File: src/rtl/qspd_pkg.sv
// shared types, character constants and hex helpers for the query string decoder
// no dependencies; used by qspd_decode, qspd_queue and query_string_percent_decoder
package qspd_pkg;

  localparam int QUEUE_DEPTH = 4;

  localparam logic [7:0] CH_PCT   = 8'h25;
  localparam logic [7:0] CH_AMP   = 8'h26;
  localparam logic [7:0] CH_PLUS  = 8'h2B;
  localparam logic [7:0] CH_EQ    = 8'h3D;
  localparam logic [7:0] CH_QM    = 8'h3F;
  localparam logic [7:0] CH_SPACE = 8'h20;

  typedef enum logic [1:0] {
    KIND_BYTE      = 2'd0,
    KIND_PAIR_END  = 2'd1,
    KIND_ERROR     = 2'd2,
    KIND_QUERY_END = 2'd3
  } kind_t;

  typedef enum logic [1:0] {
    ERR_NONE       = 2'd0,
    ERR_INCOMPLETE = 2'd1,
    ERR_INVALID    = 2'd2
  } err_t;

  // escape progress: after '%', after a good first digit, after a bad first digit
  typedef enum logic [1:0] {
    ESC_NONE = 2'd0,
    ESC_PCT  = 2'd1,
    ESC_HI   = 2'd2,
    ESC_BAD  = 2'd3
  } esc_t;

  typedef struct packed {
    kind_t      kind;
    logic [7:0] data;
    logic       value_part;
    err_t       err;
    logic       last;
  } qspd_result_t;

  typedef struct packed {
    logic [1:0]   n;
    qspd_result_t r0;
    qspd_result_t r1;
  } qspd_push_t;

  // bit 4 set when the byte is a hex digit, bits 3:0 its value
  function automatic logic [4:0] hex_digit(input logic [7:0] b);
    logic [4:0] r;
    r = 5'd0;
    if (b >= 8'h30 && b <= 8'h39) begin
      r = {1'b1, 4'(b - 8'h30)};
    end else if (b >= 8'h61 && b <= 8'h66) begin
      r = {1'b1, 4'(b - 8'h57)};
    end else if (b >= 8'h41 && b <= 8'h46) begin
      r = {1'b1, 4'(b - 8'h37)};
    end
    return r;
  endfunction

endpackage

File: src/rtl/query_string_percent_decoder.sv
// top level of the query string percent decoder
// depends on qspd_pkg, qspd_decode and qspd_queue
//
//  channel   dir  tdata                                         tuser        tlast
//  s_axis    in   [7:0] in_byte                                 -            in_last
//  m_axis    out  [7:0] out_byte, [8] in_value_part, [10:9] err [1:0] kind   out_last
//  cfg       in   cfg_wdata = plus_to_space, written when cfg_we
//
//  one input byte per cycle; each byte is decoded in the cycle it is taken
//  and its 0, 1 or 2 results land in a small queue, which drains one per cycle while m_axis_tready is high
//  a byte giving two results (only the last byte of a query) pushes both at once;
//  input stalls only while the queue lacks room for two results
//  synchronous active-high reset clears parser state, queue and plus_to_space
module query_string_percent_decoder import qspd_pkg::*; #(
  parameter int DEPTH = QUEUE_DEPTH
) (
  input  logic        clk,
  input  logic        rst,
  input  logic        s_axis_tvalid,
  output logic        s_axis_tready,
  input  logic [7:0]  s_axis_tdata,   // [7:0] in_byte
  input  logic        s_axis_tlast,
  output logic        m_axis_tvalid,
  input  logic        m_axis_tready,
  output logic [15:0] m_axis_tdata,   // [7:0] out_byte, [8] in_value_part, [10:9] error_code
  output logic [1:0]  m_axis_tuser,   // [1:0] item_kind
  output logic        m_axis_tlast,
  input  logic        cfg_we,
  input  logic        cfg_wdata
);

  logic         plus_to_space;
  logic         accept;
  logic         room;
  qspd_push_t   push;
  qspd_result_t head;

  always_ff @(posedge clk) begin
    if (rst) begin
      plus_to_space <= 1'b0;
    end else if (cfg_we) begin
      plus_to_space <= cfg_wdata;
    end
  end

  assign s_axis_tready = room;
  assign accept        = s_axis_tvalid && room;

  qspd_decode u_decode (
    .clk           (clk),
    .rst           (rst),
    .accept        (accept),
    .in_byte       (s_axis_tdata),
    .in_last       (s_axis_tlast),
    .plus_to_space (plus_to_space),
    .push          (push)
  );

  qspd_queue #(
    .DEPTH (DEPTH)
  ) u_queue (
    .clk       (clk),
    .rst       (rst),
    .push      (push),
    .pop       (m_axis_tready),
    .room      (room),
    .not_empty (m_axis_tvalid),
    .head      (head)
  );

  assign m_axis_tdata = {5'd0, head.err, head.value_part, head.data};
  assign m_axis_tuser = head.kind;
  assign m_axis_tlast = head.last;

endmodule

File: src/rtl/qspd_decode.sv
// per-byte parser state and classification for the query string decoder
// depends on qspd_pkg; produces up to two results per accepted byte
module qspd_decode import qspd_pkg::*; (
  input  logic       clk,
  input  logic       rst,
  input  logic       accept,
  input  logic [7:0] in_byte,
  input  logic       in_last,
  input  logic       plus_to_space,
  output qspd_push_t push
);

  logic       first_pending, first_pending_next;
  logic       value_phase, value_phase_next;
  esc_t       esc, esc_next;
  logic [3:0] high_nibble, high_nibble_next;
  logic       pair_has, pair_has_next;
  logic       err_latched, err_latched_next;

  qspd_result_t res [2];
  logic [1:0]   cnt;
  logic         delim;
  logic [4:0]   hx;

  always_comb begin
    first_pending_next = first_pending;
    value_phase_next   = value_phase;
    esc_next           = esc;
    high_nibble_next   = high_nibble;
    pair_has_next      = pair_has;
    err_latched_next   = err_latched;
    res[0]   = '0;
    res[1]   = '0;
    cnt      = 2'd0;
    delim    = (in_byte == CH_AMP) || (in_byte == CH_EQ && !value_phase);
    hx       = hex_digit(in_byte);

    if (err_latched) begin
      if (in_last) begin
        res[0].kind = KIND_QUERY_END;
        cnt         = 2'd1;
      end
    end else begin
      first_pending_next = 1'b0;
      if (!(first_pending && in_byte == CH_QM)) begin
        if (esc != ESC_NONE) begin
          if (delim) begin
            res[0].kind      = KIND_ERROR;
            res[0].err       = ERR_INCOMPLETE;
            cnt              = 2'd1;
            err_latched_next = 1'b1;
          end else begin
            case (esc)
              ESC_PCT: begin
                if (hx[4]) begin
                  high_nibble_next = hx[3:0];
                  esc_next         = ESC_HI;
                end else begin
                  esc_next = ESC_BAD;
                end
              end
              ESC_HI: begin
                if (hx[4]) begin
                  res[0].kind       = KIND_BYTE;
                  res[0].data       = {high_nibble, hx[3:0]};
                  res[0].value_part = value_phase;
                  esc_next          = ESC_NONE;
                end else begin
                  res[0].kind      = KIND_ERROR;
                  res[0].err       = ERR_INVALID;
                  err_latched_next = 1'b1;
                end
                cnt = 2'd1;
              end
              default: begin
                res[0].kind      = KIND_ERROR;
                res[0].err       = ERR_INVALID;
                cnt              = 2'd1;
                err_latched_next = 1'b1;
              end
            endcase
          end
        end else if (in_byte == CH_AMP) begin
          if (pair_has) begin
            res[0].kind = KIND_PAIR_END;
            cnt         = 2'd1;
          end
          pair_has_next    = 1'b0;
          value_phase_next = 1'b0;
        end else if (in_byte == CH_EQ && !value_phase) begin
          value_phase_next = 1'b1;
          pair_has_next    = 1'b1;
        end else if (in_byte == CH_PCT) begin
          esc_next      = ESC_PCT;
          pair_has_next = 1'b1;
        end else begin
          res[0].kind       = KIND_BYTE;
          res[0].data       = (in_byte == CH_PLUS && plus_to_space) ? CH_SPACE : in_byte;
          res[0].value_part = value_phase;
          cnt               = 2'd1;
          pair_has_next     = 1'b1;
        end
      end

      if (in_last) begin
        // close the query: open escape or open pair, else a bare query end if the byte gave no result
        if (!err_latched_next && esc_next != ESC_NONE) begin
          res[cnt[0]].kind = KIND_ERROR;
          res[cnt[0]].err  = ERR_INCOMPLETE;
          cnt              = cnt + 2'd1;
        end else if (!err_latched_next && pair_has_next) begin
          res[cnt[0]].kind = KIND_PAIR_END;
          cnt              = cnt + 2'd1;
        end else if (cnt == 2'd0) begin
          res[0].kind = KIND_QUERY_END;
          cnt         = 2'd1;
        end
      end
    end

    if (in_last) begin
      if (cnt == 2'd2) begin
        res[1].last = 1'b1;
      end else begin
        res[0].last = 1'b1;
      end
      first_pending_next = 1'b1;
      value_phase_next   = 1'b0;
      esc_next           = ESC_NONE;
      high_nibble_next   = 4'd0;
      pair_has_next      = 1'b0;
      err_latched_next   = 1'b0;
    end
  end

  always_comb begin
    push.n  = accept ? cnt : 2'd0;
    push.r0 = res[0];
    push.r1 = res[1];
  end

  always_ff @(posedge clk) begin
    if (rst) begin
      first_pending <= 1'b1;
      value_phase   <= 1'b0;
      esc           <= ESC_NONE;
      high_nibble   <= 4'd0;
      pair_has      <= 1'b0;
      err_latched   <= 1'b0;
    end else if (accept) begin
      first_pending <= first_pending_next;
      value_phase   <= value_phase_next;
      esc           <= esc_next;
      high_nibble   <= high_nibble_next;
      pair_has      <= pair_has_next;
      err_latched   <= err_latched_next;
    end
  end

  // a latched error lets only the query end through
  a_err_quiet: assert property (@(posedge clk) disable iff (rst)
    (err_latched && push.n != 2'd0) |-> (push.r0.kind == KIND_QUERY_END && push.r0.last))
    else $error("result other than query end while error latched");

  // two results only on the final byte, and the second one carries last
  a_two_on_last: assert property (@(posedge clk) disable iff (rst)
    (push.n == 2'd2) |-> (in_last && push.r1.last && !push.r0.last))
    else $error("two results without closing the query");

  // the final byte returns the parser to its start state
  a_query_reset: assert property (@(posedge clk) disable iff (rst)
    (accept && in_last) |=> (first_pending && !err_latched && esc == ESC_NONE && !pair_has))
    else $error("parser state not cleared after query end");

endmodule

File: src/rtl/qspd_queue.sv
// small result queue: takes up to two results a cycle, hands out one while pop is high
// depends on qspd_pkg; head entry drives the output channel directly
module qspd_queue import qspd_pkg::*; #(
  parameter int DEPTH = QUEUE_DEPTH
) (
  input  logic         clk,
  input  logic         rst,
  input  qspd_push_t   push,
  input  logic         pop,
  output logic         room,
  output logic         not_empty,
  output qspd_result_t head
);

  localparam int IW = $clog2(DEPTH);
  localparam int CW = $clog2(DEPTH + 1);

  qspd_result_t  q [DEPTH];
  qspd_result_t  q_next [DEPTH];
  logic [CW-1:0] count, count_next;
  logic [CW-1:0] count_v;
  logic [IW-1:0] idx0, idx1;

  always_comb begin
    q_next  = q;
    count_v = count;
    if (pop && count != '0) begin
      for (int i = 0; i < DEPTH - 1; i++) begin
        q_next[i] = q[i + 1];
      end
      count_v = count - CW'(1);
    end
    idx0 = count_v[IW-1:0];
    idx1 = count_v[IW-1:0] + IW'(1);
    if (push.n != 2'd0) begin
      q_next[idx0] = push.r0;
    end
    if (push.n == 2'd2) begin
      q_next[idx1] = push.r1;
    end
    count_next = count_v + CW'(push.n);
  end

  always_ff @(posedge clk) begin
    q <= q_next;
    if (rst) begin
      count <= '0;
    end else begin
      count <= count_next;
    end
  end

  // room for the two results the next byte may produce
  assign room      = (count <= CW'(DEPTH - 2));
  assign not_empty = (count != '0);
  assign head      = q[0];

  a_no_overflow: assert property (@(posedge clk) disable iff (rst)
    count <= CW'(DEPTH))
    else $error("result queue overflow");

  a_push_fits: assert property (@(posedge clk) disable iff (rst)
    (push.n == 2'd2) |-> (count <= CW'(DEPTH - 2)))
    else $error("double push without room");

  a_pop_only: assert property (@(posedge clk) disable iff (rst)
    (pop && not_empty && push.n == 2'd0) |=> (count == $past(count) - CW'(1)))
    else $error("count wrong after plain pop");

endmodule

File: config.mk
export PLATFORM = sky130hd
export DESIGN_NAME = query_string_percent_decoder
export DESIGN_NICKNAME = d
export VERILOG_FILES = /design/src/rtl/qspd_pkg.sv /design/src/rtl/query_string_percent_decoder.sv /design/src/rtl/qspd_decode.sv /design/src/rtl/qspd_queue.sv
export SDC_FILE = /design/constraint.sdc
export NUM_CORES = 1
export LEC_CHECK = 0
export ABC_CLOCK_PERIOD_IN_PS = 3700
export BUFFER_PORTS_ARGS = -buffer_cell sky130_fd_sc_hd__buf_2
export CAP_MARGIN = 20
export CORE_MARGIN = 2
export CORE_UTILIZATION = 60
export CTS_CLUSTER_DIAMETER = 200
export DETAILED_ROUTE_END_ITERATION = 8
export PLACE_DENSITY = 0.79
export SLEW_MARGIN = 0
export SYNTH_ARGS = -nofsm -noshare
export SYNTH_HDL_FRONTEND = slang
export SYNTH_HIERARCHICAL = 1
export SYNTH_SLANG_ARGS = --single-unit
File: constraint.sdc
create_clock -name clk -period 3.7 [get_ports clk]
set_input_delay 0.37 -clock clk [delete_from_list [all_inputs] [get_ports clk]]
set_output_delay 0.37 -clock clk [all_outputs]
set_load 0.02 [all_outputs]
Yosys cells after proc, flatten, opt, wreduce, memory -nomap -nowiden. Cells that the tools add are included.

Eq/ne operators: 13. Order comparisons: 13. Bitwise operators: 3. Add/subtract/negate cells: 7. Multiplexer cells: 105. Reductions and logical operators: 28.

Operators by type and width (number): bitwise mux 56 bit (2); two-way mux 56 bit (2); bitwise mux 28 bit (3); two-way mux 2 bit (31); demux 14 bit (select 2 bit) (2); two-way mux 28 bit (2); two-way mux 26 bit (2); two-way mux 9 bit (5); two-way mux 14 bit (3); two-way mux 42 bit (1); == test 8 x 6 -> 1 bit (second input constant) (5); two-way mux 1 bit (30); demux 14 bit (select 1 bit) (2); two-way mux 4 bit (7); two-way mux 13 bit (2); two-way mux 11 bit (2); greater-or-equal comparator 8 x 7 -> 1 bit (second input constant) (2); <= comparator 8 x 7 -> 1 bit (second input constant) (2); two-way mux 5 bit (3); logical AND 1 bit (13); nonzero test 2 bit (6); greater-or-equal comparator 8 x 6 -> 1 bit (second input constant) (1); <= comparator 8 x 6 -> 1 bit (second input constant) (1); two-way mux 8 bit (1); other kinds (25) (39).

Register bits after elaboration: 70. Input bits: 15. Logic and storage cells: 197.

Longest topological paths before layout.
Depth in word-level cells: 24. Depth in mapped cells: 16.

Cells and area by module. Netlist, hierarchy kept.

By module, submodules not included: qspd_queue (area each 3444.6 sq um, instances 1, cells an instance 413, sequential area each 1181.1 sq um); qspd_decode (area each 1468.9 sq um, instances 1, cells an instance 198, sequential area each 200.2 sq um); query_string_percent_decoder (area each 81.3 sq um, instances 1, cells an instance 10, sequential area each 20.0 sq um).

Worst setup path after synthesis. OpenSTA, ideal clock, no wires.

Kind: in2reg. Start: input port s_axis_tdata[1]. End: register u_queue/q[12] (netlist bit). Required time: 3.579 ns. Slack: 0.342 ns. Path buffers: 1. Setup time: 0.121 ns. Stages on the path: 13. Arrival: 3.237 ns. Path through: inv_1 ha_1 or3b_1 a31oi_1 a21boi_1 o2111ai_2 o2111ai_2 nor2_1 inv_1 nor2_1 nand2_1 buf_2 mux2_4.

RTL lines: start: declaration (RTL line query_string_percent_decoder.sv:21) `input logic [7:0] s_axis_tdata,`; end signal: assignment (RTL line qspd_queue.sv:45) `q <= q_next;`; end: declaration (RTL line qspd_queue.sv:18) `qspd_result_t q [DEPTH];`.

==> impl_metrics.yaml <==
die:
  die_h_microns: 95.24
  coreArea_sq_um: 8134
  io_pins: 36
  die_area_sq_um: 9071
  initial_core_util: 0.6141
  rows: 33
  fp.dieW_microns: 95.24
run:
  max_cap_violations: 0
global_routing:
  overflow: 0
  antenna_found_initial: 0
  grt_use_total: 0.2755
  grt_max_degree: 44
  first_global_vias: 4111
  grt_pass1_wl_microns: 19790
power:
  powerDensity_nw_per_um2: 695.5
  switchingPower_mw: 1.419
  power_frac_seq: 0.335
  ir_worst_vdd_mv: 0.2419
  p_leak_nw: 2.365
  p_clk_frac: 0.189
  switching_share: 0.3815
  internal-power_mw: 2.301
  comb_power_share: 0.476
synth:
  synth_cell_types: 83
  synth-main-ff-cell: "dfxtp_1"
  yosysSeqAreaShare: 0.2806
  ys_top_cells_by_area: "dfxtp_1, nand2_1, mux2_4, buf_4, nor2_1"
  synth_largest_area_cell: "dfxtp_1"
  ys_ff_latch: 70
  ys_async_sr_fraction: 0
  yosysWarnings: 6
  yosysTopAreaCellShare: 0.2806
  syn_inst: 621
  synth_edf_count: 0
  syn_area_per_cell_sq_um: 8.043
  synthesis.area_sq_um: 4995
placement:
  dp_cells: 721
  hpwl_microns: 8507
  gp_congestion: 0.9399
  port_buffers: 30
  place_ws_ns: 0.02892
clocking:
  holdBufCountCts: 0
  clkSlewWorstSetupHoldPaths_ns: 0.08
  cts_buffer_depth: 2
  cts_sinks: 70
  cts_buffers: 9
  cts_tree: "built"
  clk_latency_ns: 0.35
  cts_root_buffer: "clkbuf_8"
  cts_max_level: 3
hold_path:
  hp-class: "in2reg"
  hp-start: "cfg_wdata"
routing:
  drc: 0
  post_drt_wl_per_cell_microns: 16.59
  ant_nets: 0
  routed_wl_microns: 12240
  viasPerCell: 6.030
  vias: 4450
  drtPass1Iterations: 5
  drt-initial-drc-count: 303
layout:
  drive_gt1_frac: 0.2085
  fin_cells: 738
  diodes: 0
  fin_nets: 655
  fillers: 669
  area_growth_pct: 7.089
setup_path:
  cp.arrival_ns: 3.64
  critPathSlowestCell: "a211oi_2"
  max_stage_delay_ns: 0.40
  cp_max_fo: 28
  crit_start: "s_axis_tdata[1]"
  critPathKind: "in2reg"
  cp_cell_sequence: "buf_2, inv_1, ha_1, and2b_1, nand4_1, and3_1, a211oi_2, o2111ai_2, nor2_1, nor2_1, a2111oi_2, a21oi_2, buf_12, and3_1, o31ai_1"
  required_ns: 3.94
  start_kind: "input pin"
  rr_startpoint: "u_decode/esc[1]"
  cp-end-kind: "flip-flop"
timing:
  fin_skew_ns: 0.01114
  hold_ws_ns: 0.2589
  report.final.setup_viol: 0
  fmax_mhz: 294.2
  rsz0062_at_grt: "no"
  setup_tns_ns: 0
  fin_crit_sh: 0.9187
  tightestPinTransition_ns: 0.6415
  fin_ws_ns: 0.3009
  drv_slew: 0
  finalHoldViolCount: 0
  fin_crit_ns: 3.399
  relSlewSlack: 0.5685
run_status:
  status: "completed"
## worst max-delay path: cells and delay by family
kind / cells / cell delay (ns)
adder cells (fa/ha/maj): 1 / 0.26
AO/OA/AOI/OAI: 5 / 1.37
buffers and inverters: 3 / 0.42
AND/OR/NAND/NOR: 6 / 1.22
## area by class of cell
class / count / area (sq um) / share of cell area
clock inverter: 5 / 82.58 / 0.01544
clock buffer: 11 / 141.4 / 0.02643
tap: 105 / 131.4 / 0.02456
inverter: 17 / 66.31 / 0.01240
multi-input combinational: 481 / 3182 / 0.5949
sequential: 70 / 1403 / 0.2622
timing repair buffer: 49 / 342.8 / 0.06409
## flip-flops by register name, indices dropped and copies added, names as in the netlist, 2 cells and up
signal,flops
u_queue/count,3
u_decode/high_nibble,4
u_queue/q,42
u_decode/esc,2
u_queue/head,14
## power groups by stage
stage | clock network (mW) | registers (mW) | logic, mW
5_1_grt | 0.735 | 1.28 | 1.94
2_1_floorplan | 0 | 1.21 | 1.52
4_1_cts | 0.707 | 1.24 | 1.76
3_5_place_dp | 0 | 1.26 | 1.75
3_3_place_gp | 0 | 1.24 | 1.69
6_report | 0.702 | 1.25 | 1.77
## cell usage after synthesis, drive strengths merged, types with 4 or more instances
master,count
a211oi,4
o21a,4
o22ai,4
nand3,20
buf,52
a22o,15
o21ai,10
ha,11
mux2,29
o31ai,29
a21oi,8
clkbuf,14
and2,6
and3,30
o32ai,4
a22oi,5
nor2,56
nor2b,8
nand2,133
nor4b,4
a2bb2oi,14
nand2b,5
nor3,6
inv,17
nand4,7
dfxtp,70
## timing repair
action                     CTS  global route
gates resized for setup      0             3
hold endpoints to repair     0             0
setup buffers                0             1
setup endpoints to repair    0            14
## metal layers
metal | global-route usage | up-vias | share of wire
met4 | 0.09179 | 0 | 0.015
met3 | 0.03320 | 20 | 0.047
li1 | - | 2154 | -
met5 | 0 | - | 0
met2 | 0.4683 | 154 | 0.48
met1 | 0.3615 | 2122 | 0.46
## layout by cell type, fill, tap and decap left out, types with 14 or more instances in the layout
master	Yosys	final
a22o_1	15	15
a2bb2oi_1	14	14
and3_1	30	30
buf_2	15	30
buf_4	31	15
conb_1	2	15
dfxtp_1	70	69
inv_1	15	15
mux2_4	20	20
nand2_1	133	133
nand3_1	20	20
nor2_1	56	56
o31ai_1	22	22
## stage by stage
stage	utilization	total power, mW	cell area, sq um
after floorplan	-	2.727	5044
after global placement	0.6274	2.931	5104
after detailed placement	0.6274	3.004	5104
after CTS	0.6550	3.705	5328
after global routing	0.6576	3.959	5349
final	0.6576	3.720	5349
## logic make-up (layout without fill, tap and decap cells)
| group | count (synthesis) | in the layout | share of synthesized area |
|---|---|---|---|
| simple gates | 298 | 298 | 0.2923 |
| compound gates | 119 | 119 | 0.2042 |
| xor+xnor | 5 | 5 | 0.008769 |
| flops | 70 | 70 | 0.2806 |
| buf+inv | 83 | 82 | 0.09469 |
| mux | 32 | 32 | 0.08642 |
| fa+ha+maj | 12 | 12 | 0.03156 |
| other cells | 2 | 15 | 0.001504 |
## final timing paths
kind / cells after the start / slack (ns) / end
worst max-delay path: 15 / 0.30 / u_queue/q[24]
worst min-delay path: 3 / 0.26 / plus_to_space
worst max register to register: 13 / 0.34 / u_queue/q[24]
worst min register to register: 2 / 0.48 / u_decode/high_nibble[3]
Note: power is estimated with default switching activity, not from simulation.
